File: config.mk
export PLATFORM = sky130hd
export DESIGN_NAME = printable_run_extractor_top
export DESIGN_NICKNAME = d
export VERILOG_FILES = /design/src/rtl/prx_pkg.sv /design/src/rtl/prx_datapath.sv /design/src/rtl/prx_ctrl.sv /design/src/rtl/printable_run_extractor_top.sv
export SDC_FILE = /design/constraint.sdc
export NUM_CORES = 1
export LEC_CHECK = 0
export BUFFER_PORTS_ARGS = -buffer_cell sky130_fd_sc_hd__buf_2
export CAP_MARGIN = 15
export CELL_PAD_IN_SITES_DETAIL_PLACEMENT = 0
export CELL_PAD_IN_SITES_GLOBAL_PLACEMENT = 1
export CORE_MARGIN = 2
export CORE_UTILIZATION = 48
export DETAILED_ROUTE_END_ITERATION = 8
export PLACE_DENSITY = 0.77
export SLEW_MARGIN = 20
export SYNTH_ARGS = -nofsm -noshare
export SYNTH_HDL_FRONTEND = slang
export SYNTH_SLANG_ARGS = --single-unit
File: constraint.sdc
create_clock -name clk -period 11.06 [get_ports clk]
set_input_delay 1.659 -clock clk [delete_from_list [all_inputs] [get_ports clk]]
set_output_delay 1.659 -clock clk [all_outputs]
set_load 0.02 [all_outputs]
File: src/rtl/prx_pkg.sv
// shared constants and controller/datapath interface types for the printable run extractor
`default_nettype none
package prx_pkg;

	// default depth of the held-byte buffer
	localparam int MAX_MIN_LEN_DEF = 16;

	// field widths
	localparam int CFG_W  = 5;
	localparam int OFS_W  = 48;
	localparam int CHAR_W = 8;
	localparam int TDATA_W = 56;
	localparam int TUSER_W = 2;

	// minimum run length after reset
	localparam logic [CFG_W-1:0] MIN_LEN_RESET = 5'd4;

	// printable range, space to tilde
	localparam logic [CHAR_W-1:0] PRINT_LO = 8'h20;
	localparam logic [CHAR_W-1:0] PRINT_HI = 8'h7E;

	// result kinds
	localparam logic KIND_CHAR = 1'b0;
	localparam logic KIND_END  = 1'b1;

	// output byte source select
	localparam logic [1:0] SEL_IN   = 2'd0;
	localparam logic [1:0] SEL_HELD = 2'd1;
	localparam logic [1:0] SEL_CUR  = 2'd2;
	localparam logic [1:0] SEL_END  = 2'd3;

	// commands from controller to datapath
	typedef struct packed {
		logic       accept;     // capture input byte, advance position
		logic       set_start;  // run begins at the current position
		logic       hold_wr;    // append input byte to held buffer
		logic       rl_clr;     // clear held count and flush index
		logic       idx_inc;    // step flush index
		logic       out_load;   // load output register
		logic [1:0] out_sel;    // output byte source
		logic       out_first;  // first character of a string
		logic       out_last;   // final result of this request
	} cmd_t;

	// status from datapath to controller
	typedef struct packed {
		logic printable;  // input byte is printable
		logic reach;      // held count plus one meets minimum
		logic rl_zero;    // nothing held
		logic rl_one;     // exactly one byte held
		logic idx_last;   // flush index at last held byte
		logic out_free;   // output register can take a result
		logic eod_q;      // captured byte was end of data
	} sts_t;

endpackage
`default_nettype wire

File: src/rtl/prx_datapath.sv
// datapath: position and run counters, held-byte buffer, config register, output register
`default_nettype none
module prx_datapath #(
	parameter int MAX_MIN_LEN = prx_pkg::MAX_MIN_LEN_DEF
) (
	input  wire                           clk,
	input  wire                           arst_n,
	input  wire  [prx_pkg::CHAR_W-1:0]    s_tdata,   // data_byte
	input  wire                           s_tlast,   // end_of_data
	input  wire                           cfg_valid,
	input  wire  [prx_pkg::CFG_W-1:0]     cfg_data,  // min_length
	input  wire                           m_tready,
	input  prx_pkg::cmd_t                 cmd,
	output prx_pkg::sts_t                 sts,
	output logic                          m_tvalid,
	output logic [prx_pkg::TDATA_W-1:0]   m_tdata,   // start_offset, char_code
	output logic [prx_pkg::TUSER_W-1:0]   m_tuser,   // kind, first_char
	output logic                          m_tlast    // last
);
	import prx_pkg::*;

	localparam int IW  = (MAX_MIN_LEN > 1) ? $clog2(MAX_MIN_LEN) : 1;
	localparam int RLW = $clog2(MAX_MIN_LEN + 1);
	localparam int CW  = ((RLW > CFG_W) ? RLW : CFG_W) + 1;

	logic [OFS_W-1:0]  pos_q;
	logic [OFS_W-1:0]  run_start_q;
	logic [RLW-1:0]    rl_q;
	logic [IW-1:0]     idx_q;
	logic [CFG_W-1:0]  min_len_q;
	logic [CHAR_W-1:0] cur_q;
	logic              eod_q;
	logic              m_tvalid_q;
	logic [CHAR_W-1:0] held_q [MAX_MIN_LEN];

	logic              out_free;
	logic [CW-1:0]     min_ext;
	logic [CW-1:0]     max_ext;
	logic [CW-1:0]     m_eff;
	logic [CHAR_W-1:0] out_byte;
	logic [OFS_W-1:0]  out_start;

	// effective minimum, clamped to 1..MAX_MIN_LEN
	always_comb begin
		min_ext = CW'(min_len_q);
		max_ext = CW'(MAX_MIN_LEN);
		if (min_len_q == '0) begin
			m_eff = CW'(1);
		end else if (min_ext > max_ext) begin
			m_eff = max_ext;
		end else begin
			m_eff = min_ext;
		end
	end

	assign out_free = !m_tvalid_q || m_tready;

	// status to the controller
	always_comb begin
		sts.printable = (s_tdata >= PRINT_LO) && (s_tdata <= PRINT_HI);
		sts.reach     = (CW'(rl_q) + CW'(1)) >= m_eff;
		sts.rl_zero   = (rl_q == '0);
		sts.rl_one    = (rl_q == RLW'(1));
		sts.idx_last  = (RLW'(idx_q) == (rl_q - RLW'(1)));
		sts.out_free  = out_free;
		sts.eod_q     = eod_q;
	end

	// output byte and offset selection
	always_comb begin
		unique case (cmd.out_sel)
			SEL_IN:   out_byte = s_tdata;
			SEL_HELD: out_byte = held_q[idx_q];
			SEL_CUR:  out_byte = cur_q;
			SEL_END:  out_byte = '0;
		endcase
		out_start = cmd.set_start ? pos_q : run_start_q;
	end

	// control counters and config register
	always_ff @(posedge clk or negedge arst_n) begin
		if (!arst_n) begin
			pos_q       <= '0;
			run_start_q <= '0;
			rl_q        <= '0;
			idx_q       <= '0;
			min_len_q   <= MIN_LEN_RESET;
			eod_q       <= 1'b0;
			m_tvalid_q  <= 1'b0;
		end else begin
			if (cfg_valid) begin
				min_len_q <= cfg_data;
			end
			if (cmd.accept) begin
				eod_q <= s_tlast;
				pos_q <= s_tlast ? '0 : pos_q + OFS_W'(1);
			end
			if (cmd.set_start) begin
				run_start_q <= pos_q;
			end
			if (cmd.rl_clr) begin
				rl_q  <= '0;
				idx_q <= '0;
			end else begin
				if (cmd.hold_wr) begin
					rl_q <= rl_q + RLW'(1);
				end
				if (cmd.idx_inc) begin
					idx_q <= idx_q + IW'(1);
				end
			end
			if (cmd.out_load) begin
				m_tvalid_q <= 1'b1;
			end else if (m_tready) begin
				m_tvalid_q <= 1'b0;
			end
		end
	end

	// payload: held buffer, captured byte, output fields
	always_ff @(posedge clk) begin
		if (cmd.hold_wr) begin
			held_q[rl_q[IW-1:0]] <= s_tdata;
		end
		if (cmd.accept) begin
			cur_q <= s_tdata;
		end
		if (cmd.out_load) begin
			m_tdata <= {out_byte, out_start};
			m_tuser <= {cmd.out_first, (cmd.out_sel == SEL_END) ? KIND_END : KIND_CHAR};
			m_tlast <= cmd.out_last;
		end
	end

	assign m_tvalid = m_tvalid_q;

endmodule
`default_nettype wire

File: src/rtl/prx_ctrl.sv
// controller: sequences held-byte flush, current character and end marker per request
`default_nettype none
module prx_ctrl (
	input  wire            clk,
	input  wire            arst_n,
	input  wire            s_tvalid,
	input  wire            s_tlast,
	input  prx_pkg::sts_t  sts,
	output prx_pkg::cmd_t  cmd,
	output logic           s_tready
);
	import prx_pkg::*;

	localparam logic [1:0] S_IDLE  = 2'd0;
	localparam logic [1:0] S_FLUSH = 2'd1;
	localparam logic [1:0] S_CUR   = 2'd2;
	localparam logic [1:0] S_END   = 2'd3;

	logic [1:0] state_q;
	logic [1:0] state_d;
	logic       rep_q;
	logic       rep_d;

	assign s_tready = (state_q == S_IDLE) && sts.out_free;

	// next state and commands
	always_comb begin
		cmd     = '0;
		state_d = state_q;
		rep_d   = rep_q;
		unique case (state_q)
			S_IDLE: begin
				if (s_tvalid && s_tready) begin
					cmd.accept = 1'b1;
					if (sts.printable) begin
						if (rep_q) begin
							// run already reported: stream this byte
							cmd.out_load = 1'b1;
							cmd.out_sel  = SEL_IN;
							cmd.out_last = !s_tlast;
							if (s_tlast) begin
								rep_d   = 1'b0;
								state_d = S_END;
							end
						end else if (sts.reach) begin
							// run reaches minimum: report it
							cmd.set_start = sts.rl_zero;
							rep_d         = !s_tlast;
							cmd.out_load  = 1'b1;
							cmd.out_first = 1'b1;
							if (sts.rl_zero) begin
								cmd.out_sel  = SEL_IN;
								cmd.out_last = !s_tlast;
								if (s_tlast) begin
									state_d = S_END;
								end
							end else begin
								cmd.out_sel = SEL_HELD;
								cmd.idx_inc = 1'b1;
								state_d     = sts.rl_one ? S_CUR : S_FLUSH;
							end
						end else begin
							// short run: hold the byte, or clear the held bytes at end of data
							cmd.set_start = sts.rl_zero;
							cmd.hold_wr   = !s_tlast;
							cmd.rl_clr    = s_tlast;
						end
					end else begin
						// non-printable closes the run
						cmd.rl_clr = 1'b1;
						rep_d      = 1'b0;
						if (rep_q) begin
							cmd.out_load = 1'b1;
							cmd.out_sel  = SEL_END;
							cmd.out_last = 1'b1;
						end
					end
				end
			end
			S_FLUSH: begin
				if (sts.out_free) begin
					cmd.out_load = 1'b1;
					cmd.out_sel  = SEL_HELD;
					cmd.idx_inc  = 1'b1;
					if (sts.idx_last) begin
						state_d = S_CUR;
					end
				end
			end
			S_CUR: begin
				if (sts.out_free) begin
					cmd.out_load = 1'b1;
					cmd.out_sel  = SEL_CUR;
					cmd.out_last = !sts.eod_q;
					cmd.rl_clr   = 1'b1;
					state_d      = sts.eod_q ? S_END : S_IDLE;
				end
			end
			S_END: begin
				if (sts.out_free) begin
					cmd.out_load = 1'b1;
					cmd.out_sel  = SEL_END;
					cmd.out_last = 1'b1;
					state_d      = S_IDLE;
				end
			end
		endcase
	end

	// state registers
	always_ff @(posedge clk or negedge arst_n) begin
		if (!arst_n) begin
			state_q <= S_IDLE;
			rep_q   <= 1'b0;
		end else begin
			state_q <= state_d;
			rep_q   <= rep_d;
		end
	end

endmodule
`default_nettype wire

File: src/rtl/printable_run_extractor_top.sv
// top level of the printable run extractor
`default_nettype none
// Scans a byte stream (one byte per s_ request, s_tlast marks the final byte)
// and reports runs of printable ASCII (0x20..0x7E) at least min_length long.
// Each reported character leaves as one m_ result tagged with the zero-based
// offset where its run began; a closing byte or end of data adds an end
// marker (tuser kind = 1). min_length is written through cfg_valid/cfg_data,
// 0 acts as 1, values above MAX_MIN_LEN act as MAX_MIN_LEN. A single output
// register carries one result per cycle unless m_tready stalls it. A byte that
// causes at most one result leaves the controller idle for the next byte; a byte
// that completes a run of n held bytes yields n + 1 results, one more when end
// of data follows a character, and no new byte is taken until all are loaded.
module printable_run_extractor_top #(
	parameter int MAX_MIN_LEN = prx_pkg::MAX_MIN_LEN_DEF
) (
	input  wire                           clk,
	input  wire                           arst_n,
	input  wire                           s_tvalid,
	output logic                          s_tready,
	input  wire  [prx_pkg::CHAR_W-1:0]    s_tdata,   // [7:0] data_byte
	input  wire                           s_tlast,   // end_of_data
	output logic                          m_tvalid,
	input  wire                           m_tready,
	output logic [prx_pkg::TDATA_W-1:0]   m_tdata,   // [47:0] start_offset, [55:48] char_code
	output logic [prx_pkg::TUSER_W-1:0]   m_tuser,   // [0] kind, [1] first_char
	output logic                          m_tlast,   // last
	input  wire                           cfg_valid,
	output logic                          cfg_ready,
	input  wire  [prx_pkg::CFG_W-1:0]     cfg_data   // min_length
);
	import prx_pkg::*;

	cmd_t cmd;
	sts_t sts;

	// config writes are always taken
	assign cfg_ready = 1'b1;

	// sequencing
	prx_ctrl u_ctrl (
		.clk      (clk),
		.arst_n   (arst_n),
		.s_tvalid (s_tvalid),
		.s_tlast  (s_tlast),
		.sts      (sts),
		.cmd      (cmd),
		.s_tready (s_tready)
	);

	// counters, buffer and output register
	prx_datapath #(
		.MAX_MIN_LEN (MAX_MIN_LEN)
	) u_dp (
		.clk       (clk),
		.arst_n    (arst_n),
		.s_tdata   (s_tdata),
		.s_tlast   (s_tlast),
		.cfg_valid (cfg_valid),
		.cfg_data  (cfg_data),
		.m_tready  (m_tready),
		.cmd       (cmd),
		.sts       (sts),
		.m_tvalid  (m_tvalid),
		.m_tdata   (m_tdata),
		.m_tuser   (m_tuser),
		.m_tlast   (m_tlast)
	);

endmodule
`default_nettype wire

==> metrics.txt, run 1 <==
vias post-DR=6983; drt first-iter violations=691; post-route DRC violation count=0; pin count of the biggest net entering global routing=78; I/O pin count=81; worst slew slack as a fraction of its limit=0.442; sequential fraction of the synthesis area=0.687; Yosys reg bits=310; placed cell area=13400 um2; RSZ-0062 raised after global routing=false; post-layout util=0.559; full die area=27800 um2; hold buffer count at cts=0; final instance area=14600 um2; Register Area=8740 um2; footprint of the multi-input gates=3780 um2; Slew @ Worst Pin=0.837 ns; combined global-route utilization of all metal layers=0.189; Final Max Tran Viols=0; count of distinct cell types in the synthesized netlist=61; starting utilization of the core area=0.488; shortest clock period the worst path allows after layout=4.42 ns; Tot Pwr=0.00264 W; remaining number of nets flagged by the antenna check after routing=0; instance count of the mapped netlist=804; P&R area growth vs syn=14.7%; max-cap violations=0; crit start category=input port; worst stage delay on the critical path=0.63 ns; worst-skew pair later-pin latency=0.51 ns; FILL cells=2084; CP Max Fanout=35; Clk pin slew, worst setup/hold paths=0.05 ns; count of H-tree levels built during CTS=2; mean cell area of the mapped netlist=15.8 um2; number of clock sinks=310; number of hold-slack violations in the final timing report=0; fraction of registers with async set or reset after synthesis=0.371; CP Data Required Time=11.29 ns; Critical Path AT=4.64 ns; Slowest-stage cell, CP=sky130_fd_sc_hd__nor3_4; Internal Power=0.00205 W; Post-CTS Repair Setup Buffers=0; net switching power=0.000597 W; number of enable flip-flop cells after synthesis=195; type of the tightest min-delay check=reg2reg; most instantiated flip-flop cell in the synthesis netlist=sky130_fd_sc_hd__edfxtp_1; TritonCTS clock tree=done; initial antenna violation count=0; cell leakage power=6.05 nW; height of the chip=167 um; count of input and output buffers=79; synthesized area=12700 um2; syn_nets=835; post-route clock period utilization=0.399; detailed-route wire length=25600 um; fraction of layout cells with a size suffix above 1=0.254; routability congestion estimate=0.764; row count=59; via count of the first global-routing pass=7051; Bufs on Longest Clock Path=3; setup skew after layout=0.0230 ns; number of nets in the final layout=921; library cell used as clock root buffer=sky130_fd_sc_hd__clkbuf_16; total clock buffers created by CTS=34; Antenna diodes=0; Pre-Repair DR Iteration Count=5; path type of the worst setup path=in2reg; CORE AREA=26100 um2; Gates resized, CTS repair=0; relative contribution of the clock network to total power=0.424; share of total power in sequential cells=0.483; residual overflow from global routing=0; status=complete, no violations; Vias/cell=5.60; setup TNS=0 ns; post-detail-place hpwl=16200 um; chain of cells forming the critical path=buf_2 -> nand2b_1 -> nand3_2 -> or2_1 -> nor3_4 -> buf_4 -> mux2_1; part of the power in combinational logic=0.092; wire length of the first global-routing pass=41100 um; upper clock frequency limit=0.226 GHz; DR WL/cell=20.6 um; element type at the critical path end=register; sw frac=0.226; Worst VDD drop=140 uV; power density over cell area=181 nW/um2; Die Width=167 um; Yosys warning total=0; total of endpoints with negative setup slack in the final report=0
-- cell type report --
| type | instances | area share |
|---|---|---|
| sequential | 310 | 0.599 |
| multi-input combinational | 446 | 0.260 |
| clock buffer | 44 | 0.0624 |
| timing repair buffer | 87 | 0.0328 |
| tap | 335 | 0.0288 |
| clock inverter | 15 | 0.0143 |
| inverter | 11 | 0.00283 |
-- worst max-delay path: cells and delay by family --
family / cells / cell delay (ns)
buf+inv: 2 / 0.64
mux: 1 / 0.40
simple gates: 4 / 1.92
-- cells in the mapped netlist (3+ instances only) --
library cell / n / area share
sky130_fd_sc_hd__edfxtp_1: 195 / 0.46
sky130_fd_sc_hd__dfrtp_1: 114 / 0.22
sky130_fd_sc_hd__nor2_1: 54 / 0.016
sky130_fd_sc_hd__nand2_1: 43 / 0.013
sky130_fd_sc_hd__xor2_1: 41 / 0.028
sky130_fd_sc_hd__mux4_2: 40 / 0.071
sky130_fd_sc_hd__mux2_2: 32 / 0.028
sky130_fd_sc_hd__and3_1: 28 / 0.014
sky130_fd_sc_hd__nand3_1: 27 / 0.011
sky130_fd_sc_hd__mux2_1: 20 / 0.018
sky130_fd_sc_hd__a21oi_1: 18 / 0.0071
sky130_fd_sc_hd__clkbuf_1: 17 / 0.0050
sky130_fd_sc_hd__nand4_1: 15 / 0.0074
sky130_fd_sc_hd__buf_2: 13 / 0.0051
sky130_fd_sc_hd__ha_1: 12 / 0.012
sky130_fd_sc_hd__o21ai_0: 12 / 0.0047
sky130_fd_sc_hd__inv_1: 11 / 0.0032
sky130_fd_sc_hd__mux2i_1: 10 / 0.0079
sky130_fd_sc_hd__nor3_1: 10 / 0.0039
sky130_fd_sc_hd__xnor2_1: 10 / 0.0069
sky130_fd_sc_hd__o21ai_1: 9 / 0.0035
sky130_fd_sc_hd__nor2_2: 5 / 0.0025
sky130_fd_sc_hd__o22ai_1: 5 / 0.0025
sky130_fd_sc_hd__nor2b_1: 4 / 0.0020
sky130_fd_sc_hd__nor4_1: 4 / 0.0020
sky130_fd_sc_hd__a21o_1: 3 / 0.0018
sky130_fd_sc_hd__and4_1: 3 / 0.0021
sky130_fd_sc_hd__buf_4: 3 / 0.0018
sky130_fd_sc_hd__o31ai_1: 3 / 0.0018
-- placed cells by master (no fill, tap or decap), drive strengths merged, types with 3 or more instances in the layout --
master | Yosys | routed
a21o | 3 | 3
a21oi | 18 | 18
and3 | 28 | 28
and4 | 4 | 4
buf | 19 | 87
bufinv | 0 | 4
clkbuf | 18 | 44
clkinv | 0 | 8
dfrtp | 114 | 114
edfxtp | 195 | 195
ha | 12 | 12
inv | 11 | 12
mux2 | 52 | 52
mux2i | 10 | 10
mux4 | 40 | 40
nand2 | 43 | 43
nand3 | 28 | 28
nand4 | 17 | 17
nor2 | 59 | 59
nor2b | 4 | 4
nor3 | 12 | 12
nor4 | 6 | 6
o21ai | 21 | 21
o22ai | 5 | 5
o31ai | 3 | 3
or2 | 3 | 3
xnor2 | 10 | 10
xor2 | 41 | 41
-- per-stage QoR --
step                      worst slack, ns  cells  hold slack (ns)
after floorplan                      6.63    804            0.442
after global placement               6.24   1188            0.457
after detailed placement             6.15   1188            0.462
after CTS                            6.64   1247            0.484
after global routing                 6.41   1248            0.505
final                                6.64   1248            0.481
-- worst paths after layout --
| check | slack [ns] | to | cells after the start | from |
|---|---|---|---|---|
| setup / recovery | 6.64 | u_dp.m_tdata[46] | 7 | m_tready |
| hold / removal | 0.48 | u_dp.run_start_q[33] | 1 | u_dp.run_start_q[33] |
| setup reg to reg | 7.48 | u_dp.m_tdata[48] | 10 | u_dp.rl_q[0] |
| hold reg to reg | 0.48 | u_dp.run_start_q[33] | 1 | u_dp.run_start_q[33] |
| max in group asynchronous | 8.88 | u_ctrl.state_q[0] | 3 | arst_n |
| min in group asynchronous | 1.12 | u_dp.run_start_q[45] | 1 | arst_n |
-- registers in the layout (all words and copies together) (netlist names), 4 cells and up --
name / flops
u_dp.min_len_q: 5
u_dp.held_q: 128
u_dp.pos_q: 48
u_dp.rl_q: 5
u_dp.idx_q: 4
u_dp.run_start_q: 48
u_dp.cur_q: 8
u_dp.m_tdata: 56
-- metal layers --
metal / wire (um) / track usage
met5: 0 / 0
met4: 393 / 0.0424
met2: 12000 / 0.288
met1: 11800 / 0.282
met3: 1430 / 0.0409
-- power by group through the flow --
stage	clock network, W	registers [W]	logic, W
after floorplan	0	0.00129	0.000169
after global placement	0	0.00130	0.000242
after detailed placement	0	0.00130	0.000244
after CTS	0.00115	0.00128	0.000245
after global routing	0.00120	0.00128	0.000262
final	0.00112	0.00128	0.000245
-- kinds of logic after synthesis --
| logic type | after synthesis | synth area share |
|---|---|---|
| AOI/OAI and AO/OA | 63 | 0.0316 |
| xor gates and xnor gates | 52 | 0.0369 |
| adders and majority gates | 12 | 0.0118 |
| buffers and inverters | 48 | 0.0176 |
| DFF | 310 | 0.687 |
| muxes | 102 | 0.125 |
| other | 1 | 0.000295 |
| and+or+nand+nor | 216 | 0.0898 |
Note: power is estimated with default switching activity, not from simulation.
==> run 2, diff against run 1 <==
Settings changed: ABC_AREA set to 1, CORE_UTILIZATION 48 to 43, PLACE_DENSITY 0.77 to 0.78.
Clock period 11.06 ns to 3.6 ns, I/O delays scaled along.
==> metrics.txt, run 2 <==
Clk pin slew, worst setup/hold paths=0.06 ns (about the same); row count=65 (+10%); status=complete, no violations; shortest clock period the worst path allows after layout=3.21 ns; vias post-DR=10100 (+45%); wire length of the first global-routing pass=55400 um (+35%); count of H-tree levels built during CTS=1 (-1); placed cell area=14700 um2 (+9.5%); Yosys warning total=0 (unchanged); number of hold-slack violations in the final timing report=0 (unchanged); via count of the first global-routing pass=9917 (+41%); Reg2Reg Depth=13 (+3); total of endpoints with negative setup slack in the final report=0 (unchanged); commonest cells after routing, fill and taps aside=sky130_fd_sc_hd__nand2_1 (429), sky130_fd_sc_hd__edfxtp_1 (195), sky130_fd_sc_hd__nand3_1 (155); P&R area growth vs syn=15.2%; initial antenna violation count=0 (unchanged); Tot Pwr=0.0112 W (+320%); power density over cell area=709 nW/um2 (+290%); library cell used as clock root buffer=sky130_fd_sc_hd__clkbuf_16; number of enable flip-flop cells after synthesis=195 (unchanged); drt first-iter violations=983 (+42%); Yosys reg bits=310 (unchanged); post-detail-place hpwl=23600 um (+46%); Final Max Tran Viols=0 (unchanged); crit start category=register; combined global-route utilization of all metal layers=0.212 (+0.0228); starting utilization of the core area=0.437 (-0.0512); hold_sp=cfg_data[2]; largest cells by area after synthesis=sky130_fd_sc_hd__edfxtp_1 (43%), sky130_fd_sc_hd__dfrtp_1 (21%), sky130_fd_sc_hd__nand2_1 (12%); RSZ-0062 raised after global routing=false; worst slew slack as a fraction of its limit=0.407 (-0.0354); worst-skew pair later-pin latency=0.57 ns (+0.06 ns); element type at the critical path end=register; most instantiated flip-flop cell in the synthesis netlist=sky130_fd_sc_hd__edfxtp_1; path type of the worst setup path=reg2reg; routability congestion estimate=0.904 (+18%); max-cap violations=0 (unchanged); Antenna diodes=0 (unchanged); most common library cell in the layout ignoring fill and taps=sky130_fd_sc_hd__nand2_1; type of the tightest min-delay check=in2reg; I/O pin count=81 (unchanged); cell leakage power=6.46 nW (+6.7%); Critical Path AT=3.43 ns (-1.21 ns); Post-CTS Repair Setup Buffers=0 (unchanged); Pre-Repair DR Iteration Count=5 (unchanged); cell type with the largest total area after synthesis=sky130_fd_sc_hd__edfxtp_1; final instance area=15800 um2 (+8.6%); Bufs on Longest Clock Path=3 (unchanged); CORE AREA=31500 um2 (+21%); setup skew after layout=0.0113 ns (-0.0117 ns); instance count of the mapped netlist=1406 (+75%); height of the chip=183 um (+9.6%); mean cell area of the mapped netlist=9.77 um2 (-38%); most numerous cell types in the synthesized netlist=sky130_fd_sc_hd__nand2_1 (429), sky130_fd_sc_hd__edfxtp_1 (195), sky130_fd_sc_hd__nand3_1 (155); pre-CTS setup slack=0.310 ns (-5.84 ns); detailed-route wire length=34600 um (+35%); Worst VDD drop=563 uV (+300%); setup TNS=0 ns (unchanged); RR Startpoint=u_dp.rl_q[0]; number of nets in the final layout=1532 (+66%); post-route clock period utilization=0.892; FILL cells=2833 (+36%); residual overflow from global routing=0 (unchanged); count of distinct cell types in the synthesized netlist=38 (-38%); number of clock sinks=310 (unchanged); sink of the worst hold path=u_dp.min_len_q[2]; fraction of layout cells with a size suffix above 1=0.128 (-0.126); max reg flops=128 (unchanged); TritonCTS clock tree=done; remaining number of nets flagged by the antenna check after routing=0 (unchanged); Vias/cell=5.26 (-6.1%); Die Width=183 um (+9.6%); Critical R2R Capture=u_dp.held_q[12][3]; Slew @ Worst Pin=0.887 ns (+0.0497 ns); full die area=33400 um2 (+20%); upper clock frequency limit=0.311 GHz; fraction of registers with async set or reset after synthesis=0.371 (unchanged); synthesized area=13700 um2 (+8.1%); total clock buffers created by CTS=31 (-8.8%); CP Max Fanout=8 (-77%); post-route DRC violation count=0 (unchanged); sequential fraction of the synthesis area=0.636 (-0.0515); pin count of the biggest net entering global routing=90 (+15%); most frequently used cell type in the post-synthesis netlist=sky130_fd_sc_hd__nand2_1; number of cells on the worst hold path=3 (+2); DR WL/cell=17.9 um (-13%); portion of synthesized cell area occupied by the leading cell type=0.426 (-0.0345); syn_nets=1437 (+72%); fin worst setup slack=0.389 ns (-6.25 ns); count of input and output buffers=79 (unchanged); CP Data Required Time=3.82 ns (-7.47 ns); reg2reg setup slack=0.39 ns (-7.09 ns)
[run 2: cell types whose count changed after synthesis, moves of 20 or more]
| cell | previous run | this run |
|---|---|---|
| sky130_fd_sc_hd__nand2_1 | 43 | 429 |
| sky130_fd_sc_hd__nor2_1 | 54 | 134 |
| sky130_fd_sc_hd__xor2_1 | 41 | 14 |
| sky130_fd_sc_hd__and3_1 | 28 | 1 |
| sky130_fd_sc_hd__mux4_2 | 40 | 0 |
| sky130_fd_sc_hd__mux2_1 | 20 | 0 |
| sky130_fd_sc_hd__inv_1 | 11 | 97 |
| sky130_fd_sc_hd__nand4_1 | 15 | 49 |
| sky130_fd_sc_hd__o21ai_0 | 12 | 84 |
| sky130_fd_sc_hd__mux2_2 | 32 | 10 |
| sky130_fd_sc_hd__nand3_1 | 27 | 155 |
[run 2: worst max path at each step]
stage	from	end	cells past startpoint
3_5_place_dp	u_dp.rl_q[0]	u_dp.held_q[12][7]	13
3_3_place_gp	u_dp.rl_q[0]	u_dp.held_q[12][2]	13
4_1_cts	u_dp.rl_q[0]	u_dp.held_q[12][7]	13
2_1_floorplan	u_dp.rl_q[0]	u_dp.m_tdata[0]	11
6_report	u_dp.rl_q[0]	u_dp.held_q[12][3]	13
5_1_grt	u_dp.rl_q[0]	u_dp.held_q[12][2]	13
[run 2: area by class of cell]
type	count	area [um2]	area share
clock inverters	22	269	0.0170
inverters	100	378	0.0239
flip-flops and latches	310	8740	0.552
multi-input cells	946	4420	0.279
well taps	402	503	0.0318
repair buffers	112	686	0.0433
clock buffers	36	835	0.0527
[run 2: timing repair]
action | in CTS | in global routing
gates resized for setup | 0 | 2
hold endpoints to repair | 26 | 0
endpoints found under the setup margin | 0 | 16
hold buffers | 1 | 0
[run 2: where the power goes]
part           switching [W]  internal (W)  total (W)
Clock                0.00135       0.00208    0.00344
Sequential          0.000343       0.00456    0.00491
Combinational        0.00209      0.000784    0.00288
Total                0.00379       0.00743     0.0112
[run 2: cell families (layout without fill, tap and decap cells)]
| kind of cell | Yosys count | after routing | share of synthesized area |
|---|---|---|---|
| adders and majority gates | 12 | 12 | 0.0109 |
| AOI/OAI and AO/OA | 113 | 113 | 0.0419 |
| muxes | 10 | 10 | 0.00820 |
| DFF | 310 | 310 | 0.636 |
| buffers and inverters | 150 | 270 | 0.0439 |
| xor gates and xnor gates | 14 | 14 | 0.00892 |
| and+or+nand+nor | 796 | 796 | 0.250 |
| other | 1 | 1 | 0.000273 |
[run 2: metrics by stage]
step                      instances  hold slack (ns)   util
final                          1928            0.187  0.503
after global routing           1928            0.175  0.503
after CTS                      1928            0.169  0.503
after detailed placement       1869            0.481  0.467
after global placement         1869            0.471  0.467
after floorplan                1406            0.244      -
[run 2: metal layers]
metal,vias up,routed length (um),part of all wire,global-route usage
met3,35,2100,0.061,0.0336
li1,4915,-,-,-
met2,309,14700,0.42,0.315
met4,0,519,0.015,0.0458
met5,-,0,0,0
met1,4876,17300,0.50,0.328
[run 2: critical path: stages (launching register included)]
cell and delay [ns]:
sky130_fd_sc_hd__dfrtp_1 0.49, sky130_fd_sc_hd__ha_1 0.27, sky130_fd_sc_hd__nand3_1 0.14, sky130_fd_sc_hd__xor2_1 0.26
sky130_fd_sc_hd__ha_1 0.29, sky130_fd_sc_hd__nand2_1 0.07, sky130_fd_sc_hd__nand2_1 0.05, sky130_fd_sc_hd__nor2_1 0.15
sky130_fd_sc_hd__nand3_1 0.13, sky130_fd_sc_hd__inv_1 0.19, sky130_fd_sc_hd__nand2_2 0.16, sky130_fd_sc_hd__inv_1 0.14
sky130_fd_sc_hd__nand2_1 0.17, sky130_fd_sc_hd__nor2_2 0.37
==> run 3, diff against run 2 <==
Settings changed: REMOVE_ABC_BUFFERS set to 1.
==> metrics.txt, run 3 (same netlist as run 2, synthesis figures left out) <==
global routing usage on met2=0.344 (+0.0287); fin worst setup slack=0.253 ns (-0.137 ns); row count=65 (unchanged); count of H-tree levels built during CTS=1 (unchanged); cell leakage power=6.41 nW (-0.74%); net switching power=0.00380 W (+0.25%); TritonCTS clock tree=done; P&R area growth vs syn=14.5%; Gates resized, CTS repair=0 (unchanged); Pre-Repair DR Iteration Count=5 (unchanged); initial antenna violation count=0 (unchanged); vias post-DR=10100 (-0.37%); Critical Path AT=3.53 ns (+0.10 ns); relative contribution of the clock network to total power=0.292 (-0.014); full die area=33400 um2 (unchanged); post-route DRC violation count=0 (unchanged); DR WL/cell=18.3 um (+1.7%); number of hold-slack violations in the final timing report=0 (unchanged); Slew @ Worst Pin=1.01 ns (+0.119 ns); Bufs on Longest Clock Path=3 (unchanged); starting utilization of the core area=0.437 (unchanged); crit start category=register; upper clock frequency limit=0.299 GHz (-4.1%); via count of the first global-routing pass=9601 (-3.2%); I/O pin count=81 (unchanged); setup TNS=0 ns (unchanged); commonest cells after routing, fill and taps aside=sky130_fd_sc_hd__nand2_1 (429), sky130_fd_sc_hd__edfxtp_1 (195), sky130_fd_sc_hd__nand3_1 (155); height of the chip=183 um (unchanged); pin count of the biggest net entering global routing=66 (-27%); Critical R2R Capture=u_dp.held_q[3][4]; count of input and output buffers=79 (unchanged); Worst VDD drop=439 uV (-22%); status=complete, no violations; total clock buffers created by CTS=31 (unchanged); footprint of the multi-input gates=4420 um2 (about the same); Internal Power=0.00724 W (-2.6%); total of endpoints with negative setup slack in the final report=0 (unchanged); CP Max Fanout=9 (+1); shortest clock period the worst path allows after layout=3.35 ns (+0.137 ns); Register Area=8740 um2 (unchanged); Die Width=183 um (unchanged); sw frac=0.344 (+0.00637); max reg flops=128 (unchanged); sum of buffers and inverters on the critical path=3 (+1); Reg2Reg Depth=15 (+2); critical path's top delay family=simple AND/OR/NAND/NOR gates; Final Max Tran Viols=0 (unchanged); Clk pin slew, worst setup/hold paths=0.06 ns (about the same); GRT busiest layer=met2; worst-skew pair later-pin latency=0.55 ns (-0.02 ns); remaining number of nets flagged by the antenna check after routing=0 (unchanged); number of nets in the final layout=1530 (-0.13%); Vias/cell=5.25 (-0.21%); post-route clock period utilization=0.930 (+0.0380); wire length of the first global-routing pass=54700 um (-1.3%); detailed-route wire length=35100 um (+1.6%); hold buffer count at cts=0 (-1); FILL cells=2889 (+2.0%); element type at the critical path end=register; Antenna diodes=0 (unchanged); number of clock sinks=310 (unchanged); CORE AREA=31500 um2 (unchanged); reg2reg setup slack=0.25 ns (-0.14 ns); part of the power in combinational logic=0.261 (+0.005); residual overflow from global routing=0 (unchanged); worst slew slack as a fraction of its limit=0.327 (-0.0797); fraction of layout cells with a size suffix above 1=0.127 (-0.00106); max-cap violations=0 (unchanged); most common library cell in the layout ignoring fill and taps=sky130_fd_sc_hd__nand2_1; post-detail-place hpwl=24400 um (+3.4%); drt first-iter violations=948 (-3.6%); Critical Path Most Common Cell=sky130_fd_sc_hd__nand2_1; setup skew after layout=0.0150 ns (+0.00371 ns); pre-CTS setup slack=0.299 ns (-0.0116 ns); chain of cells forming the critical path=inv_1 -> nor2_1 -> xor2_1 -> ha_1 -> nand2_1 -> nand2_1 -> nand2_1 -> nand2_1 -> nor2_1 -> nand3_1 -> inv_1 -> nand2_2 -> inv_1 -> nand2_1 -> nor2_1; Slowest-stage cell, CP=sky130_fd_sc_hd__dfrtp_1; library cell used as clock root buffer=sky130_fd_sc_hd__clkbuf_16; RSZ-0062 raised after global routing=true; Post-CTS Repair Setup Buffers=0 (unchanged); type of the tightest min-delay check=in2async; share of total power in sequential cells=0.448 (+0.011); grt met1 use=0.302 (-0.0265); met3 layer usage reported by global route=0.0296 (-0.00397); RR Startpoint=u_dp.rl_q[2]; power density over cell area=701 nW/um2 (-1.0%); path type of the worst setup path=reg2reg; worst stage delay on the critical path=0.55 ns (+0.06 ns); CP Data Required Time=3.79 ns (-0.03 ns); routability congestion estimate=0.869 (-3.9%); combined global-route utilization of all metal layers=0.212 (about the same)
## run 3: cell count changes in the layout (fill, tap and decap cells not counted)
cell / change
sky130_fd_sc_hd__clkbuf_16: +1
sky130_fd_sc_hd__bufinv_16: -4
sky130_fd_sc_hd__clkinv_1: -5
sky130_fd_sc_hd__clkbuf_8: +2
sky130_fd_sc_hd__clkinv_4: -1
sky130_fd_sc_hd__dlygate4sd3_1: -1
sky130_fd_sc_hd__inv_4: +1
sky130_fd_sc_hd__nor2_2: +1
sky130_fd_sc_hd__inv_6: -1
sky130_fd_sc_hd__nor2_1: -1
sky130_fd_sc_hd__clkbuf_1: +6
sky130_fd_sc_hd__buf_4: -1
## run 3: layer usage
layer | up-vias | wire, um
li1 | 4921 | -
met5 | - | 0
met2 | 337 | 16200
met3 | 65 | 2290
met1 | 4775 | 15800
met4 | 0 | 828
## run 3: worst register-to-register path, stage by stage (launching register included)
cell                      delay, ns
sky130_fd_sc_hd__dfrtp_1       0.55
sky130_fd_sc_hd__inv_1         0.14
sky130_fd_sc_hd__nor2_1        0.15
sky130_fd_sc_hd__xor2_1        0.23
sky130_fd_sc_hd__ha_1          0.28
sky130_fd_sc_hd__nand2_1       0.06
sky130_fd_sc_hd__nand2_1       0.04
sky130_fd_sc_hd__nand2_1       0.05
sky130_fd_sc_hd__nand2_1       0.05
sky130_fd_sc_hd__nor2_1        0.16
sky130_fd_sc_hd__nand3_1       0.13
sky130_fd_sc_hd__inv_1         0.18
sky130_fd_sc_hd__nand2_2       0.13
sky130_fd_sc_hd__inv_1         0.14
sky130_fd_sc_hd__nand2_1       0.16
sky130_fd_sc_hd__nor2_1        0.52
## run 3: final cells by class
| cell class | count | share of cell area |
|---|---|---|
| flip-flops and latches | 310 | 0.555 |
| multi-input cells | 946 | 0.281 |
| clock buffers | 45 | 0.0578 |
| repair buffers | 110 | 0.0425 |
| well taps | 402 | 0.0320 |
| inverters | 100 | 0.0240 |
| clock inverters | 12 | 0.00755 |
## run 3: metrics by stage
step | std cells | hold WS, ns | power (W) | instance area, um2 | util
global placement | 1868 | 0.476 | 0.00788 | 14700 | 0.467
CTS | 1925 | 0.00734 | 0.0111 | 15700 | 0.500
detailed placement | 1868 | 0.478 | 0.00790 | 14700 | 0.467
floorplan | 1356 | 0.244 | 0.00675 | 13500 | -
global route | 1925 | 0.0311 | 0.0116 | 15700 | 0.500
finish | 1925 | 0.00152 | 0.0110 | 15700 | 0.500
## run 3: worst max path at each step
stage	from	to	slack [ns]	depth (start not counted)
floorplan	m_tready	u_dp.m_tdata[0]	-1.94	4
global placement	u_dp.rl_q[0]	u_dp.held_q[3][0]	0.38	13
detailed placement	u_dp.rl_q[2]	u_dp.held_q[3][0]	0.30	15
CTS	u_dp.rl_q[2]	u_dp.held_q[3][0]	0.27	15
global route	u_dp.rl_q[0]	u_dp.held_q[3][4]	-0.14	13
finish	u_dp.rl_q[2]	u_dp.held_q[3][4]	0.25	15
## run 3: power groups by stage
stage | clock network, W | logic [W] | registers [W]
2_1_floorplan | 0 | 0.00130 | 0.00545
3_3_place_gp | 0 | 0.00287 | 0.00500
3_5_place_dp | 0 | 0.00290 | 0.00500
4_1_cts | 0.00327 | 0.00291 | 0.00494
5_1_grt | 0.00342 | 0.00317 | 0.00501
6_report | 0.00322 | 0.00288 | 0.00494
